## src/hdl/ivc_pkg.sv

```systemverilog
// Package for the inversion counter: sizes, saturation limit and the token
// that travels down the cell chain. No dependencies.
`default_nettype none
package ivc_pkg;
  localparam int MAX_LEN    = 256;
  localparam int VALUE_BITS = 32;
  localparam int IN_BITS    = 32;
  localparam int CNT_W      = $clog2(MAX_LEN);
  localparam int STORED_W   = $clog2(MAX_LEN + 1);
  localparam int TOTAL_W    = 15;
  localparam int COUNT_W    = 9;
  localparam logic [TOTAL_W-1:0] TOTAL_MAX = {TOTAL_W{1'b1}};

  typedef logic signed [VALUE_BITS-1:0] value_t;

  // One element in flight: compare count so far and whether it found a home.
  typedef struct packed {
    logic             valid;
    logic             last;
    logic             stored;
    value_t           value;
    logic [CNT_W-1:0] cnt;
  } token_t;

  // Trim or sign-extend the 32-bit input to the stored key width.
  function automatic value_t to_key(input logic signed [IN_BITS-1:0] v);
    logic signed [IN_BITS+VALUE_BITS-1:0] ext;
    ext = {{VALUE_BITS{v[IN_BITS-1]}}, v};
    return ext[VALUE_BITS-1:0];
  endfunction
endpackage
`default_nettype wire

```

## src/hdl/ivc_cell.sv

```systemverilog
// One storage cell: holds one element, counts smaller passing tokens, and
// forwards the token one cell per cycle while adv is set. Uses ivc_pkg.
`default_nettype none
module ivc_cell (
  input  wire logic            clk,
  input  wire logic            rst_n,
  input  wire logic            adv,
  input  wire ivc_pkg::token_t tok_i,
  output ivc_pkg::token_t      tok_o
);
  ivc_pkg::token_t tok_r, tok_nxt;
  ivc_pkg::value_t val_r, val_nxt;
  logic            full_r, full_nxt;
  logic            hit, place;

  always_comb begin
    hit   = tok_i.valid & full_r & (val_r > tok_i.value);
    // first empty cell takes the element
    place = tok_i.valid & ~full_r & ~tok_i.stored;

    tok_nxt        = tok_i;
    tok_nxt.cnt    = tok_i.cnt + ivc_pkg::CNT_W'(hit);
    tok_nxt.stored = tok_i.stored | place;

    full_nxt = full_r;
    val_nxt  = val_r;
    if (tok_i.valid && tok_i.last) begin
      // closing element wipes the cell; the next sequence follows behind it
      full_nxt = 1'b0;
    end else if (place) begin
      full_nxt = 1'b1;
      val_nxt  = tok_i.value;
    end
  end

  always_ff @(posedge clk) begin
    if (!rst_n) begin
      tok_r  <= '0;
      full_r <= 1'b0;
    end else if (adv) begin
      tok_r  <= tok_nxt;
      full_r <= full_nxt;
    end
  end

  always_ff @(posedge clk) begin
    if (adv) begin
      val_r <= val_nxt;
    end
  end

  assign tok_o = tok_r;
endmodule
`default_nettype wire

```

## config.mk

```make
export PLATFORM = sky130hd
export DESIGN_NAME = ivc_cell
export DESIGN_NICKNAME = d
export VERILOG_FILES = /design/src/hdl/ivc_pkg.sv /design/src/hdl/ivc_cell.sv
export SDC_FILE = /design/constraint.sdc
export NUM_CORES = 1
export LEC_CHECK = 0
export BUFFER_PORTS_ARGS = -buffer_cell sky130_fd_sc_hd__buf_4
export CORE_ASPECT_RATIO = 0.5
export CORE_UTILIZATION = 40
export CTS_BUF_LIST = sky130_fd_sc_hd__clkbuf_2 sky130_fd_sc_hd__clkbuf_4 sky130_fd_sc_hd__clkbuf_8
export DETAILED_ROUTE_END_ITERATION = 8
export SETUP_SLACK_MARGIN = 0.02
export SYNTH_ARGS = -nofsm -noshare
export SYNTH_HDL_FRONTEND = slang
export SYNTH_SLANG_ARGS = --single-unit
export TNS_END_PERCENT = 30
```

## constraint.sdc

```tcl
create_clock -name clk -period 5.5 [get_ports clk]
set_input_delay 0.55 -clock clk [delete_from_list [all_inputs] [get_ports clk]]
set_output_delay 0.55 -clock clk [all_outputs]
set_load 0.005 [all_outputs]
```

==> results of run 1 <==
area by class of cell:
| cell class | count | area share |
|---|---|---|
| Sequential cell | 76 | 0.408 |
| Inverter | 34 | 0.0283 |
| Tap cell | 112 | 0.0310 |
| Clock inverter | 1 | 0.00665 |
| Multi-Input combinational cell | 190 | 0.338 |
| Clock buffer | 15 | 0.0402 |
| Timing Repair Buffer | 89 | 0.148 |
flip-flops by register name, summed over array words and instances (netlist names):
signal and cells:
full_r 1, tok_o 43, val_r 32
placed cells by master (no fill, tap or decap), drive strengths merged, types with 4 or more instances in the layout:
master / instances
nor2: 4
buf: 89
nand3: 7
and4: 4
mux2i: 35
o211a: 7
inv: 34
o21ai: 5
dfxtp: 44
clkbuf: 15
nand2: 16
ha: 34
nor2b: 36
edfxtp: 32
a21oi: 16
nand4: 4
per-stage QoR:
step	power (mW)	hold slack, ns
final	1.22	0.405
after global routing	1.28	0.371
after CTS	1.24	0.375
after detailed placement	0.789	0.468
after global placement	0.784	0.463
after floorplan	0.710	0.473
worst max-delay path by stage:
stage	end	slack, ns	cells past startpoint
after floorplan	tok_o[6]	2.53	15
after global placement	tok_o[6]	2.13	16
after detailed placement	tok_o[6]	2.05	16
after CTS	tok_o[6]	2.31	14
after global routing	tok_o[6]	2.09	14
final	tok_o[6]	2.38	14
power by group through the flow:
stage	clock network (mW)	registers (mW)	logic (mW)
2_1_floorplan	0	0.636	0.0734
3_3_place_gp	0	0.634	0.149
3_5_place_dp	0	0.635	0.154
4_1_cts	0.463	0.623	0.154
5_1_grt	0.485	0.625	0.172
6_report	0.445	0.623	0.151
metal layers:
layer | global-route usage | share of wire | wire, um | vias to the layer above
met5 | 0 | 0 | 0 | -
met4 | 0.0548 | 0.0065 | 45 | 0
met3 | 0.0556 | 0.038 | 264 | 4
met2 | 0.264 | 0.47 | 3250 | 42
met1 | 0.197 | 0.48 | 3350 | 1143
li1 | - | - | - | 1255
synth_stat cells (3+ instances only):
cell type / count
a21o_1: 3
a21oi_1: 16
and4_1: 4
buf_2: 4
clkbuf_1: 6
dfxtp_1: 44
edfxtp_1: 32
ha_1: 34
inv_1: 34
mux2i_1: 35
nand2_1: 16
nand3_1: 7
nand4_1: 4
nor2_1: 4
nor2b_1: 36
o211a_1: 7
o21ai_0: 5
xnor2_1: 3
xor2_1: 3
cells by family (layout without fill, tap and decap cells):
| family | Yosys count | after routing |
|---|---|---|
| compound gates | 39 | 39 |
| buf+inv | 44 | 139 |
| mux | 35 | 35 |
| xor+xnor | 6 | 6 |
| simple gates | 76 | 76 |
| flops | 76 | 76 |
| fa+ha+maj | 34 | 34 |
worst reg2reg max path, cell delays in order, from the launching register on:
cell and delay, ns:
edfxtp_1 0.38, ha_1 0.33, nand4_1 0.16, nor4_1 0.45
a21boi_2 0.24, o31ai_2 0.09, a21oi_1 0.14, and3b_1 0.19
ha_1 0.21, ha_1 0.21, and3_1 0.17, nand3_1 0.10
xor2_1 0.15, nand2_1 0.07, o211a_1 0.14
==> results.ini, run 1 <==
[setup_path]
cp.arrival_ns=3.36
cp_cell_sequence=ha_1, nand4_1, nor4_1, a21boi_2, o31ai_2, a21oi_1, and3b_1, ha_1, ha_1, and3_1, nand3_1, xor2_1, nand2_1, o211a_1
crit_type=register to register
cp_top_family=simple AND/OR/NAND/NOR gates
crit-reg2reg-launch=val_r[14]
regToRegSetupSlack_ns=2.38
cpMaxStageDelayCell=nor4_1
rr_worst_depth=14
r2r_end=tok_o[6]
worst_setup_path_end_kind=register
critPathBufInv=0
startpoint=val_r[14]
cp_slowest_stage_delay_ns=0.45
cp_max_fo=3
start_kind=register
crit_required_ns=5.73
cpMostUsedCell=ha_1

[clocking]
cts_tree=done
clk_path_buf_depth=2
root_buffer=clkbuf_8
cts_resized=0
cts_buffers=9
htree_levels=3
holdBufCountCts=0
insertion_delay_ns=0.34
clk_pin_slew_ns=0.07
postCtsSetupRepairBufs=0
clock-sinks=76

[routing]
drc=0
drtIter0Drc=78
avgViaCountPerCell=4.73
drt_wl_total_um=6910
dr.pass1.iters=4
drt-wirelength-per-cell_um=13.4
vias=2444
postRouteAntennaNets=0

[floorplan]
die_x_um=135
coreArea_um2=8290
num_io_pins=89
initial_utilization=0.427
die_area_um2=9250
die_h_um=68.5
rows=23

[final_layout]
fin_area_um2=4520
insertedDiodeCount=0
layout.area.seq_um2=1840
layout-drive-gt1-share=0.264
fin_util=0.545
layout.nets=480
syn2layout_area_growth_pct=27.6
fillCellCount=738
multiInputGateArea_um2=1530
instances_no_fill=517

[synthesis]
async_flop_share=0
synth_top_area_share=0.272
synth_area_leader_cell=edfxtp_1
synthSimpleGateAreaFrac=0.121
synth_flop_cell=dfxtp_1
synth.area.mux_share=0.0990
ys_seq_area_frac=0.521
ys.warnings.count=0
synth-edff-count=32
synth_fa_ha_area_frac=0.120
synth_cells=310
syn_area_um2=3540
synth_compound_area_frac=0.0764
yosys.area_share.xor_xnor=0.0149
synth_seq_cells=76
synth_top_family_by_area=simple AND/OR/NAND/NOR gates
synth_cell_type_count=32
synth_area_leaders=edfxtp_1 (27%), dfxtp_1 (25%), ha_1 (12%), mux2i_1 (9.9%), nor2b_1 (6.4%)
syn-num-nets=390
postSynthAreaPerCell_um2=11.4

[pwr]
p_switching_mw=0.268
p_sw_frac=0.220
seq_power_share=0.511
p_leak_nw=2.16
power_per_cell_area_nw_per_um2=270
intPower_mw=0.950
combPwrFrac=0.124
ir_worst_vdd_mv=0.127
clkPwrFrac=0.365

[sta]
fmax_mhz=320
fin_tns_setup_ns=0
drv_slew=0
rsz0062_at_grt=no
setup_slack_ns=2.38
setup-violations-final=0
hold_violations=0
fin_skew_ns=0.00317
tightest_slew_ns=0.763
finalCriticalPeriod_ns=3.12
maxSlewHeadroom=0.491
period_share=0.568

[global_routing]
grt_overflow=0
track_usage=0.159
grt_max_degree=54
grt_pass1_wl_um=11100
antenna_found_initial=0
grt_pass1_vias=2353

[placed_design]
io_buffers=88
place.gp.congestion=0.738
dp_cells=501
dp_slack_ns=2.05
dpl.hpwl_um=4910
place_area_um2=4300

[status]
status=finished, final reports clean

[worst_hold_path]
min_delay_worst_endpoint=val_r[11]
hp-class=primary input to register
holdPathStages=1
min_from=tok_i[19]

[job]
max-cap-violations=0

Note: power is estimated with default switching activity, not from simulation.
==> inputs of run 2 (changes only) <==
--- a/config.mk
+++ b/config.mk
@@ -10,6 +10,7 @@
 export CORE_UTILIZATION = 40
 export CTS_BUF_LIST = sky130_fd_sc_hd__clkbuf_2 sky130_fd_sc_hd__clkbuf_4 sky130_fd_sc_hd__clkbuf_8
 export DETAILED_ROUTE_END_ITERATION = 8
+export PLACE_DENSITY = 0.65
 export SETUP_SLACK_MARGIN = 0.02
 export SYNTH_ARGS = -nofsm -noshare
 export SYNTH_HDL_FRONTEND = slang
==> constraint.sdc (replaced) <==
create_clock -name clk -period 2.55 [get_ports clk]
set_input_delay 0.255 -clock clk [delete_from_list [all_inputs] [get_ports clk]]
set_output_delay 0.255 -clock clk [all_outputs]
set_load 0.005 [all_outputs]
==> run 2 against run 1 <==
  * The flow now finishes with violations (negative setup slack)
  * Non-clock buffer count grew 35
  * Largest cell class unchanged
  * Worst setup slack got worse by 2.8 ns
  * Die area is the same
  * Via count up 7.6%
==> results.ini, run 2 (synthesis gave the netlist of run 1 again) <==
[status]
status=finished, violations left  ; was finished, final reports clean
violations=negative setup slack

[final_layout]
instances_no_fill=552  ; was 517
insertedDiodeCount=0  ; unchanged
most-common-layout-cells=buf_4 (124), dfxtp_1 (44), nor2b_1 (36), mux2i_1 (35), inv_1 (34)  ; was buf_4 (89), dfxtp_1 (44), nor2b_1 (36), mux2i_1 (35)
fin_util=0.594  ; was 0.545
largest_reg_flops=43  ; unchanged
final_common_cell=buf_4  ; unchanged
syn2layout_area_growth_pct=39.0  ; was 27.6%
layout-drive-gt1-share=0.350  ; was 0.264
fin_area_um2=4920  ; was 4520 um^2
layout.nets=515  ; was 480

[setup_path]
rr_worst_depth=15  ; was 14
cp.depth=15  ; was 14
cp_cell_sequence=ha_1, nand4_1, buf_4, nor2_1, a221o_1, o31ai_4, a21oi_1, and3b_2, ha_4, ha_4, and3_4, nand3_2, xor2_1, nand2_1, o211a_1  ; was ha_1, nand4_1, nor4_1, a21boi_2, o31ai_2, a21oi_1, and3b_1, ha_1, ha_1, and3_1, nand3_1, xor2_1, nand2_1, o211a_1
cp_slowest_stage_delay_ns=0.39  ; was 0.45 ns
start_kind=register  ; unchanged
worst_setup_path_end_kind=register  ; unchanged
crit_type=register to register  ; unchanged
cpMaxStageDelayCell=edfxtp_1  ; was nor4_1
critPathBufInv=1  ; was 0
cp.arrival_ns=3.24  ; was 3.36 ns
cp_top_family=compound AO/OA/AOI/OAI gates  ; was simple AND/OR/NAND/NOR gates
cp_max_fo=2  ; was 3
cpMostUsedCell=ha_4  ; was ha_1
crit_required_ns=2.80  ; was 5.73 ns

[pwr]
p_leak_nw=2.32  ; was 2.16 nW
ir_worst_vdd_mv=0.443  ; was 0.127 mV
power_mw=2.73  ; was 1.22 mW
power_per_cell_area_nw_per_um2=555  ; was 270 nW/um^2

[global_routing]
grt_max_degree=45  ; was 54
grt_overflow=0  ; unchanged
grt_pass1_wl_um=12200  ; was 11100 um
grt_pass1_vias=2677  ; was 2353
track_usage=0.175  ; was 0.159
antenna_found_initial=0  ; unchanged

[clocking]
clk_path_buf_depth=2  ; unchanged
clock-sinks=76  ; unchanged
clk_pin_slew_ns=0.08  ; was 0.07 ns
htree_levels=3  ; unchanged
insertion_delay_ns=0.35  ; was 0.34 ns
root_buffer=clkbuf_8  ; unchanged
cts_tree=done  ; unchanged
cts_buffers=9  ; unchanged

[floorplan]
die_x_um=135  ; unchanged
die_h_um=68.5  ; unchanged
num_io_pins=89  ; unchanged
initial_utilization=0.427  ; unchanged
die_area_um2=9250  ; unchanged
rows=23  ; unchanged
coreArea_um2=8290  ; unchanged

[routing]
drc=0  ; unchanged
drt_wl_total_um=7670  ; was 6910 um
drtIter0Drc=91  ; was 78
postRouteAntennaNets=0  ; unchanged
dr.pass1.iters=4  ; unchanged
avgViaCountPerCell=4.76  ; was 4.73
vias=2629  ; was 2444
drt-wirelength-per-cell_um=13.9  ; was 13.4 um

[placed_design]
place_area_um2=4560  ; was 4300 um^2
dp_slack_ns=-0.412  ; was 2.05 ns
place.gp.congestion=0.764  ; was 0.738
dp_cells=533  ; was 501
dpl.hpwl_um=5420  ; was 4910 um
io_buffers=88  ; unchanged

[sta]
maxSlewHeadroom=0.652  ; was 0.491
rsz0062_at_grt=yes  ; was no
fin_tns_setup_ns=-1.83  ; was 0 ns
drv_slew=0  ; unchanged
period_share=1.17  ; was 0.568
fmax_mhz=335  ; was 320 MHz
holdWs_ns=0.0979  ; was 0.405 ns
setup-violations-final=7  ; was 0
setup_slack_ns=-0.438  ; was 2.38 ns
fin_skew_ns=0.00470  ; was 0.00317 ns
finalCriticalPeriod_ns=2.99  ; was 3.12 ns
hold_violations=0  ; unchanged
tightest_slew_ns=0.522  ; was 0.763 ns

[job]
max-cap-violations=0  ; unchanged

[worst_hold_path]
hp-class=primary input to register  ; unchanged
holdPathStages=1  ; unchanged

## run 2: final cells by class
type	instances	area, um^2
sequential	76	1840
clock buffer	10	138
inverter	34	128
timing repair buffer	124	931
tap	112	140
clock inverter	6	77.6
fill	714	3370
multi-input combinational	190	1660
## run 2: repair_timing
item,in CTS,in global routing
pin swaps,7,11
buffers inserted,1,2
setup endpoints to repair,7,8
resized for setup,10,7
hold buffers,0,0
## run 2: final timing paths
kind	from	endpoint	slack [ns]
min reg2reg	tok_o[3]	tok_o[3]	0.49
max reg2reg	val_r[9]	tok_o[6]	-0.44
min	tok_i[17]	val_r[9]	0.1
max	val_r[9]	tok_o[6]	-0.44
## run 2: layer usage
metal / global-route usage / vias up / wire, um
met4: 0.0688 / 0 / 98
met5: 0 / - / 0
li1: - / 1329 / -
met2: 0.328 / 51 / 3950
met3: 0.0585 / 9 / 294
met1: 0.189 / 1240 / 3330
## run 2: report_power, final
| part | internal, mW | leakage [nW] | switching (mW) |
|---|---|---|---|
| clock network | 0.568 | 0.111 | 0.434 |
| logic | 0.216 | 1.56 | 0.167 |
| registers | 1.32 | 0.654 | 0.0253 |
| total | 2.10 | 2.32 | 0.626 |
