## src/hdl/ivc_pkg.sv

```systemverilog
// Package for the inversion counter: sizes, saturation limit and the token
// that travels down the cell chain. No dependencies.
`default_nettype none
package ivc_pkg;
  localparam int MAX_LEN    = 256;
  localparam int VALUE_BITS = 32;
  localparam int IN_BITS    = 32;
  localparam int CNT_W      = $clog2(MAX_LEN);
  localparam int STORED_W   = $clog2(MAX_LEN + 1);
  localparam int TOTAL_W    = 15;
  localparam int COUNT_W    = 9;
  localparam logic [TOTAL_W-1:0] TOTAL_MAX = {TOTAL_W{1'b1}};

  typedef logic signed [VALUE_BITS-1:0] value_t;

  // One element in flight: compare count so far and whether it found a home.
  typedef struct packed {
    logic             valid;
    logic             last;
    logic             stored;
    value_t           value;
    logic [CNT_W-1:0] cnt;
  } token_t;

  // Trim or sign-extend the 32-bit input to the stored key width.
  function automatic value_t to_key(input logic signed [IN_BITS-1:0] v);
    logic signed [IN_BITS+VALUE_BITS-1:0] ext;
    ext = {{VALUE_BITS{v[IN_BITS-1]}}, v};
    return ext[VALUE_BITS-1:0];
  endfunction
endpackage
`default_nettype wire

```

## src/hdl/ivc_out_if.sv

```systemverilog
// Result channel of the inversion counter: one summary beat per sequence.
// Depends on ivc_pkg.
`default_nettype none
interface ivc_out_if;
  logic                          valid;
  logic                          ready;
  logic [ivc_pkg::TOTAL_W-1:0]   inversions;
  logic [ivc_pkg::COUNT_W-1:0]   element_count;
  logic                          overflow;

  modport source (output valid, output inversions, output element_count,
                  output overflow, input ready);
  modport sink   (input valid, input inversions, input element_count,
                  input overflow, output ready);
endinterface
`default_nettype wire

```

## src/hdl/ivc_tail.sv

```systemverilog
// End of the chain: accumulates per-element counts into the sequence total
// and holds the result beat until taken. Uses ivc_pkg and ivc_out_if.
`default_nettype none
module ivc_tail (
  input  wire logic            clk,
  input  wire logic            rst_n,
  input  wire ivc_pkg::token_t tok_i,
  output logic                 adv,
  ivc_out_if.source            out_bus
);
  logic [ivc_pkg::TOTAL_W-1:0]  total_r, total_nxt;
  logic [ivc_pkg::STORED_W-1:0] count_r, count_nxt;
  logic                         ovf_r, ovf_nxt;
  logic                         out_valid_r, out_valid_nxt;
  logic [ivc_pkg::TOTAL_W-1:0]  out_inv_r, out_inv_nxt;
  logic [ivc_pkg::COUNT_W-1:0]  out_cnt_r, out_cnt_nxt;
  logic                         out_ovf_r, out_ovf_nxt;
  logic [ivc_pkg::TOTAL_W:0]    sum;
  logic                         take;

  assign adv  = ~out_valid_r | out_bus.ready;
  assign take = adv & tok_i.valid;
  assign sum  = {1'b0, total_r} + (ivc_pkg::TOTAL_W + 1)'(tok_i.cnt);

  always_comb begin
    total_nxt     = total_r;
    count_nxt     = count_r;
    ovf_nxt       = ovf_r;
    out_valid_nxt = out_valid_r & ~out_bus.ready;
    out_inv_nxt   = out_inv_r;
    out_cnt_nxt   = out_cnt_r;
    out_ovf_nxt   = out_ovf_r;
    if (take) begin
      if (tok_i.stored) begin
        total_nxt = sum[ivc_pkg::TOTAL_W] ? ivc_pkg::TOTAL_MAX
                                          : sum[ivc_pkg::TOTAL_W-1:0];
        count_nxt = count_r + ivc_pkg::STORED_W'(1);
      end else begin
        // no free cell: element dropped, sequence flagged
        ovf_nxt = 1'b1;
      end
      if (tok_i.last) begin
        out_valid_nxt = 1'b1;
        out_inv_nxt   = total_nxt;
        out_cnt_nxt   = ivc_pkg::COUNT_W'(count_nxt);
        out_ovf_nxt   = ovf_nxt;
        total_nxt     = '0;
        count_nxt     = '0;
        ovf_nxt       = 1'b0;
      end
    end
  end

  always_ff @(posedge clk) begin
    if (!rst_n) begin
      total_r     <= '0;
      count_r     <= '0;
      ovf_r       <= 1'b0;
      out_valid_r <= 1'b0;
    end else begin
      total_r     <= total_nxt;
      count_r     <= count_nxt;
      ovf_r       <= ovf_nxt;
      out_valid_r <= out_valid_nxt;
    end
  end

  always_ff @(posedge clk) begin
    out_inv_r <= out_inv_nxt;
    out_cnt_r <= out_cnt_nxt;
    out_ovf_r <= out_ovf_nxt;
  end

  assign out_bus.valid         = out_valid_r;
  assign out_bus.inversions    = out_inv_r;
  assign out_bus.element_count = out_cnt_r;
  assign out_bus.overflow      = out_ovf_r;
endmodule
`default_nettype wire

```

## src/flat_wrapper.sv

```systemverilog
// flat-port wrapper written by rule: the top's interface ports become plain ports
module ivc_tail_flat 
  (clk, rst_n, tok_i, adv, out_bus_valid, out_bus_inversions, out_bus_element_count, out_bus_overflow, out_bus_ready);
  ivc_out_if out_bus_i ();
  input  wire logic clk;
  input  wire logic rst_n;
  input  wire ivc_pkg::token_t tok_i;
  output logic adv;
  output wire logic [$bits(out_bus_i.valid)-1:0] out_bus_valid;
  output wire logic [$bits(out_bus_i.inversions)-1:0] out_bus_inversions;
  output wire logic [$bits(out_bus_i.element_count)-1:0] out_bus_element_count;
  output wire logic [$bits(out_bus_i.overflow)-1:0] out_bus_overflow;
  input wire logic [$bits(out_bus_i.ready)-1:0] out_bus_ready;
  assign out_bus_valid = out_bus_i.valid;
  assign out_bus_inversions = out_bus_i.inversions;
  assign out_bus_element_count = out_bus_i.element_count;
  assign out_bus_overflow = out_bus_i.overflow;
  assign out_bus_i.ready = out_bus_ready;
  ivc_tail u_core (.clk(clk), .rst_n(rst_n), .tok_i(tok_i), .adv(adv), .out_bus(out_bus_i));
endmodule
```

## config.mk

```make
export PLATFORM = sky130hd
export DESIGN_NAME = ivc_tail_flat
export DESIGN_NICKNAME = d
export VERILOG_FILES = /design/src/hdl/ivc_pkg.sv /design/src/hdl/ivc_out_if.sv /design/src/hdl/ivc_tail.sv /design/src/flat_wrapper.sv
export SDC_FILE = /design/constraint.sdc
export NUM_CORES = 1
export LEC_CHECK = 0
export ABC_AREA = 1
export BUFFER_PORTS_ARGS = -buffer_cell sky130_fd_sc_hd__buf_2
export CAP_MARGIN = 20
export CORE_UTILIZATION = 45
export DETAILED_ROUTE_END_ITERATION = 7
export PLACE_DENSITY = 0.71
export SLEW_MARGIN = 20
export SYNTH_ARGS = -nofsm -noshare
export SYNTH_HDL_FRONTEND = slang
export SYNTH_SLANG_ARGS = --single-unit
```

## constraint.sdc

```tcl
create_clock -name clk -period 7.4 [get_ports clk]
set_clock_uncertainty 0.05 [all_clocks]
set_input_delay 1.85 -clock clk [delete_from_list [all_inputs] [get_ports clk]]
set_output_delay 1.85 -clock clk [all_outputs]
set_load 0.01 [all_outputs]
```

==> results of run 1 <==
power groups by stage:
stage          Clock, mW  Combinational (mW)  Sequential (mW)
2_1_floorplan          0              0.0494            0.319
6_report           0.197              0.0707            0.309
4_1_cts            0.199              0.0714            0.309
3_5_place_dp           0              0.0709            0.315
5_1_grt            0.209              0.0791            0.310
3_3_place_gp           0              0.0698            0.315
metrics by stage:
stage / worst slack (ns) / std cells / power, mW / cell area, sq um
final: 3.264 / 462 / 0.5763 / 3273
after detailed placement: 3.262 / 454 / 0.3864 / 3161
after global routing: 3.229 / 462 / 0.5985 / 3273
after CTS: 3.261 / 462 / 0.5790 / 3273
after global placement: 3.268 / 454 / 0.3850 / 3161
after floorplan: 3.493 / 346 / 0.3682 / 2960
layout make-up:
cell class	instances	share of cell area, %
Clock buffer	5	2.102
Clock inverter	3	1.338
Inverter	39	4.472
Multi-Input combinational cell	246	43.96
Sequential cell	51	38.84
Tap cell	77	2.943
Timing Repair Buffer	41	6.346
flip-flops by register name, indices dropped and copies added, names as in the netlist:
name,cells
u_core.out_bus.element_count,9
u_core.out_bus.overflow,1
u_core.count_r,9
u_core.out_bus.inversions,15
u_core.out_bus.valid,1
u_core.total_r,15
u_core.ovf_r,1
cells by family (layout without fill, tap and decap cells):
logic type / after synthesis / in the layout / share of synthesized area, %
buf+inv: 49 / 88 / 8.538
compound gates: 32 / 32 / 6.932
fa+ha+maj: 10 / 10 / 4.480
flops: 51 / 51 / 42.94
xor+xnor: 10 / 10 / 3.212
simple gates: 194 / 194 / 33.90
final timing paths:
kind / end / slack [ns] / cells after the start
worst max-delay path: adv / 3.26 / 4
worst min-delay path: u_core.ovf_r$_SDFFE_PN0P_ / 0.43 / 2
worst max register to register: u_core.out_bus.inversions[4]$_DFFE_PP_ / 5.35 / 9
worst min register to register: u_core.ovf_r$_SDFFE_PN0P_ / 0.43 / 2
Yosys cell counts (3+ instances only):
| master | n | share of area (%) |
|---|---|---|
| edfxtp_1 | 25 | 25 |
| ha_1 | 9 | 3.8 |
| nand3_2 | 17 | 5.7 |
| dfxtp_1 | 26 | 18 |
| a22oi_1 | 3 | 0.76 |
| nand2_2 | 10 | 2.1 |
| nor3_1 | 3 | 0.51 |
| clkbuf_8 | 3 | 1.4 |
| a21oi_2 | 7 | 2.1 |
| nand4_1 | 4 | 0.85 |
| or2_2 | 8 | 1.7 |
| nand2_1 | 100 | 13 |
| inv_1 | 36 | 4.6 |
| nand3_1 | 25 | 4.2 |
| nor2_1 | 15 | 1.9 |
| nor2_2 | 3 | 0.63 |
| and2_1 | 3 | 0.63 |
| xor2_1 | 7 | 2.1 |
| nand3_4 | 3 | 1.8 |
| a21oi_1 | 16 | 2.7 |
cells in the final DEF, fill, tap and decap left out, types with 2 or more instances in the layout:
| cell type | n |
|---|---|
| clkinv_1 | 2 |
| buf_2 | 40 |
| nor2_2 | 4 |
| a21oi_1 | 16 |
| a21oi_2 | 7 |
| a21boi_1 | 2 |
| inv_1 | 36 |
| nand3_2 | 17 |
| clkbuf_8 | 5 |
| xnor2_1 | 2 |
| edfxtp_1 | 25 |
| nand4_1 | 4 |
| and2_1 | 3 |
| xor2_1 | 7 |
| nand2_2 | 10 |
| nand2_1 | 100 |
| nand3_4 | 3 |
| dfxtp_1 | 26 |
| a22oi_1 | 3 |
| nor2_4 | 2 |
| nand3_1 | 25 |
| or2_2 | 8 |
| nor2_1 | 14 |
| nor3_1 | 3 |
| ha_1 | 9 |
worst min-delay path: cells and delay by family, from the launching register on:
kind                   cells  cell delay, ns
flip-flops                 1            0.31
AO/OA/AOI/OAI              1            0.07
buffers and inverters      1            0.06
metal layers:
metal | up-vias | global-route usage, % | wire [um] | part of all wire, %
met5 | - | 0 | 0 | 0
met4 | 0 | 4.232 | 40 | 0.69
met3 | 4 | 2.684 | 212 | 3.7
met2 | 45 | 29.51 | 2835 | 49
met1 | 1057 | 23.16 | 2693 | 47
li1 | 1202 | - | - | -
==> run summary, run 1 <==
Synth Instances -> 346
Critical R2R Launch -> u_core.total_r[0]$_SDFFE_PN0P_
part of the power in registers -> 53.6%
GRT Total Usage -> 17.35%
vias in the first global route -> 2,178
Final ANT Viol Nets -> 0
first-pass GRT wire length -> 9.763 mm
Fill cells -> 584
CTS tree -> built
hold_sp -> u_core.ovf_r$_SDFFE_PN0P_
io pins -> 73
fraction of layout cells with a size suffix above 1 -> 26.75%
RSZ-0062 raised after global routing -> no
CP delay by family, top -> buffers and inverters
TritonRoute pass-1 iters -> 4
Final Max Slew Viols -> 0
Crit Path Class -> in -> out
status -> completed
slowest CP cell -> buf_2
CTS Hold Buffers Added -> 0
Pwr Density -> 176.1 mW/mm^2
Rel. slew slack -> 32.70%
Worst Hold Class -> reg -> reg
Combinational Power Share -> 12.3%
Period minus WS final -> 4.136 ns
clock network power share -> 34.1%
CP required -> 5.50 ns
Worst Setup SP -> out_bus_ready
Reg clk slew, reported paths -> 0.09 ns
CP bufs+invs -> 3
share of synthesized registers carrying an async set or reset -> 0%
most used cell, CP -> buf_2
internal power -> 0.4310 mW
post_cts resized -> 0
IO buf count -> 40
gp weighted congestion -> 0.8489
Crit path arrival time -> 2.24 ns
pin count of the biggest net entering global routing -> 33
Crit path largest cell delay -> 0.16 ns
Final Util -> 51.55%
flops & latches, synth -> 51
Max Cap Viol -> 0
CP Capture Type -> primary output
Post-synth top flop -> dfxtp_1
Cell Chain, Critical Path -> buf_2 > inv_1 > nand2_1 > buf_2
fin crit share -> 55.89%
EDFF count, synth -> 25
Sw Ratio -> 25.22%
Sum Neg Setup Slack -> 0 ns
die footprint -> 0.006907 sq mm
Yosys warnings -> 0
Psw -> 0.1453 mW
Lkg Pwr -> 1.456 nW
CTS HTree Levels -> 2
P&R area growth vs syn -> 10.57%
Skew-Pair Late Insertion Delay -> 0.30 ns
vias -> 2,308
worst hold slack -> 0.4299 ns
hpwl dp -> 4.083 mm
GR Overflow Total -> 0
DRT iter0 DRCs -> 125
clock sink count -> 51
Die Y-Extent -> 83.11 um
mapped cell area -> 0.002960 sq mm
VDD IR-drop max -> 145.6 uV
die width -> 83.11 um
Mapped Nets -> 402
critical path startpoint category -> primary input
Num CTS Buffers -> 5
Critical Path Fanout Max -> 4
routed vias/inst -> 4.996
row count -> 29
post-synth cell types -> 37
Final #Nets -> 440
WL final -> 5.782 mm
Root Buffer -> clkbuf_8
f_max -> 0.2418 GHz
final hold viol count -> 0
Worst-Margin Slew -> 1.008 ns
Seq/Total Area, Yosys -> 42.94%
setup bufs post-CTS -> 0
final setup vio count -> 0
syn avg cell area -> 8.556 sq um
initial antenna violation count -> 0
area of the multi-input gates -> 0.001439 sq mm
average wire per standard cell -> 12.52 um
Clock Tree Buf Depth -> 2
DR DRC count -> 0
Initial Util -> 46.62%
antenna diode count -> 0
core box area -> 0.006350 sq mm
Sequential Area -> 0.001271 sq mm
Power figures use the tool's default switching activity.
==> inputs of run 2 (changes only) <==
- clock period: 7.4 -> 4.3 ns (I/O delays scaled with it)
==> run summary, run 2 (synthesized netlist as in run 1, its figures left out) <==
Rel. slew slack -> 33.08% (was 32.70%)
Num CTS Buffers -> 5 (unchanged)
vias in the first global route -> 2,229 (was 2,178)
pin count of the biggest net entering global routing -> 33 (unchanged)
Cell Chain, Critical Path -> buf_2 > inv_1 > nand2_1 > nand2_2 > nor2_2 > buf_4 (was buf_2 > inv_1 > nand2_1 > buf_2)
hpwl dp -> 4.243 mm (was 4.083 mm)
Reg clk slew, reported paths -> 0.10 ns (was 0.09 ns)
area of the multi-input gates -> 0.001439 sq mm (unchanged)
Max Cap Viol -> 0 (unchanged)
GR Overflow Total -> 0 (unchanged)
final hold viol count -> 0 (unchanged)
fraction of layout cells with a size suffix above 1 -> 26.75% (unchanged)
register-to-register path setup slack -> 2.25 ns (was 5.35 ns)
RSZ-0062 raised after global routing -> no (unchanged)
Critical Path Fanout Max -> 27 (was 4)
slowest CP cell -> nor2_2 (was buf_2)
Sequential Area -> 0.001271 sq mm (unchanged)
vias -> 2,300 (was 2,308)
Lkg Pwr -> 1.452 nW (was 1.456 nW)
io pins -> 73 (unchanged)
Final Max Slew Viols -> 0 (unchanged)
internal power -> 0.7437 mW (was 0.4310 mW)
status -> completed (unchanged)
CTS HTree Levels -> 2 (unchanged)
Worst-Margin Slew -> 1.003 ns (was 1.008 ns)
Die Y-Extent -> 83.11 um (unchanged)
initial antenna violation count -> 0 (unchanged)
VDD IR-drop max -> 224.7 uV (was 145.6 uV)
Crit path arrival time -> 2.55 ns (was 2.24 ns)
WL final -> 6.005 mm (was 5.782 mm)
DRT iter0 DRCs -> 101 (was 125)
CP delay by family, top -> simple AND/OR/NAND/NOR gates (was buffers and inverters)
Sw Ratio -> 25.88% (was 25.22%)
WHS Path Cells -> 2 (unchanged)
CP required -> 4.26 ns (was 5.50 ns)
antenna diode count -> 0 (unchanged)
setup bufs post-CTS -> 0 (unchanged)
Pwr Density -> 306.3 mW/mm^2 (was 176.1 mW/mm^2)
Root Buffer -> clkbuf_8 (unchanged)
Period minus WS final -> 2.594 ns
Reg2Reg Depth -> 4 (was 9)
most frequent cells in the layout -> 100 x nand2_1, 40 x buf_2, 36 x inv_1 (unchanged)
Crit Path Class -> in -> reg (was in -> out)
row count -> 29 (unchanged)
f_max -> 0.3855 GHz
Psw -> 0.2597 mW (was 0.1453 mW)
CTS Hold Buffers Added -> 0 (unchanged)
die footprint -> 0.006907 sq mm (unchanged)
core box area -> 0.006350 sq mm (unchanged)
clock network power share -> 34.8% (was 34.1%)
gp weighted congestion -> 0.8568 (was 0.8489)
CTS tree -> built (unchanged)
Sum Neg Setup Slack -> 0 ns (unchanged)
routed vias/inst -> 4.978 (was 4.996)
CP Capture Type -> flop (was primary output)
TritonRoute pass-1 iters -> 4 (unchanged)
average wire per standard cell -> 13.00 um (was 12.52 um)
Critical R2R Launch -> u_core.out_bus.valid$_SDFF_PN0_ (was u_core.total_r[0]$_SDFFE_PN0P_)
Final #Nets -> 440 (unchanged)
die width -> 83.11 um (unchanged)
Final ANT Viol Nets -> 0 (unchanged)
Crit path largest cell delay -> 0.50 ns (was 0.16 ns)
P&R area growth vs syn -> 10.65% (was 10.57%)
final setup vio count -> 0 (unchanged)
worst reg2reg endpoint -> u_core.out_bus.inversions[11]$_DFFE_PP_ (was u_core.out_bus.inversions[4]$_DFFE_PP_)
fin crit share -> 60.33%
first-pass GRT wire length -> 10.08 mm (was 9.763 mm)
Worst Hold Class -> reg -> reg (unchanged)
clock sink count -> 51 (unchanged)
Clock Tree Buf Depth -> 2 (unchanged)
critical path startpoint category -> primary input (unchanged)
CP bufs+invs -> 3 (unchanged)
IO buf count -> 40 (unchanged)
Combinational Power Share -> 12.2% (was 12.3%)
post_cts resized -> 0 (unchanged)
most common library cell in the layout ignoring fill and taps -> nand2_1 (unchanged)
part of the power in registers -> 53.0% (was 53.6%)
hold_sp -> u_core.count_r[4]$_SDFFE_PN0P_ (was u_core.ovf_r$_SDFFE_PN0P_)
worst hold slack -> 0.4224 ns (was 0.4299 ns)
GRT Total Usage -> 18.10% (was 17.35%)
Fill cells -> 613 (was 584)
Worst Hold End -> u_core.count_r[4]$_SDFFE_PN0P_ (was u_core.ovf_r$_SDFFE_PN0P_)
Skew-Pair Late Insertion Delay -> 0.32 ns (was 0.30 ns)
DR DRC count -> 0 (unchanged)
Initial Util -> 46.62% (unchanged)
critical path depth in cells -> 6 (was 4)
run 2: cell count changes in the layout (fill, tap and decap cells not counted), sizes merged:
cell      previous run  this run
clkinv               4         2
inv                 37        38
clkinvlp             0         1
run 2: worst max-delay path by stage:
stage             startpoint                                        end  slack, ns
3_5_place_dp   out_bus_ready     u_core.out_bus.inversions[8]$_DFFE_PP_       1.33
5_1_grt        out_bus_ready    u_core.out_bus.inversions[10]$_DFFE_PP_       1.57
4_1_cts        out_bus_ready     u_core.out_bus.inversions[9]$_DFFE_PP_       1.69
6_report       out_bus_ready    u_core.out_bus.inversions[11]$_DFFE_PP_       1.71
3_3_place_gp        tok_i[0]     u_core.out_bus.inversions[4]$_DFFE_PP_       1.39
2_1_floorplan  out_bus_ready  u_core.out_bus.element_count[0]$_DFFE_PP_       1.32
run 2: metal layers:
layer / vias up / part of all wire (%) / track usage [%]
met5: - / 0 / 0
met4: 0 / 1.7 / 6.270
met3: 11 / 3.1 / 3.082
met2: 41 / 49 / 32.04
met1: 1052 / 46 / 22.14
li1: 1196 / - / -
run 2: cell type report:
class                      count  share of cell area (%)
tap                           77                   2.941
multi-input combinational    246                   43.93
clock inverter                 3                   1.413
timing repair buffer          41                   6.341
sequential                    51                   38.81
inverter                      39                   4.469
clock buffer                   5                   2.101
run 2: power by group through the flow:
| stage | clock network (mW) | logic, mW | registers [mW] |
|---|---|---|---|
| 6_report | 0.350 | 0.122 | 0.532 |
| 5_1_grt | 0.371 | 0.138 | 0.534 |
| 4_1_cts | 0.356 | 0.123 | 0.532 |
| 3_5_place_dp | 0 | 0.122 | 0.543 |
| 3_3_place_gp | 0 | 0.120 | 0.542 |
| 2_1_floorplan | 0 | 0.0850 | 0.549 |
run 2: worst register-to-register path, stage by stage (launching register included):
cell     delay, ns
dfxtp_1       0.32
nand2_1       0.13
nand2_2       0.38
nor2_2        0.51
buf_4         0.35
run 2: stage by stage:
stage	std cells	area (sq um)	util, %	worst slack, ns	power [mW]
4_1_cts	462	3276	51.59	1.688	1.011
3_3_place_gp	454	3161	49.77	1.391	0.6625
5_1_grt	462	3276	51.59	1.566	1.042
3_5_place_dp	454	3161	49.77	1.334	0.6656
2_1_floorplan	346	2960	-	1.319	0.6337
6_report	462	3276	51.59	1.706	1.003
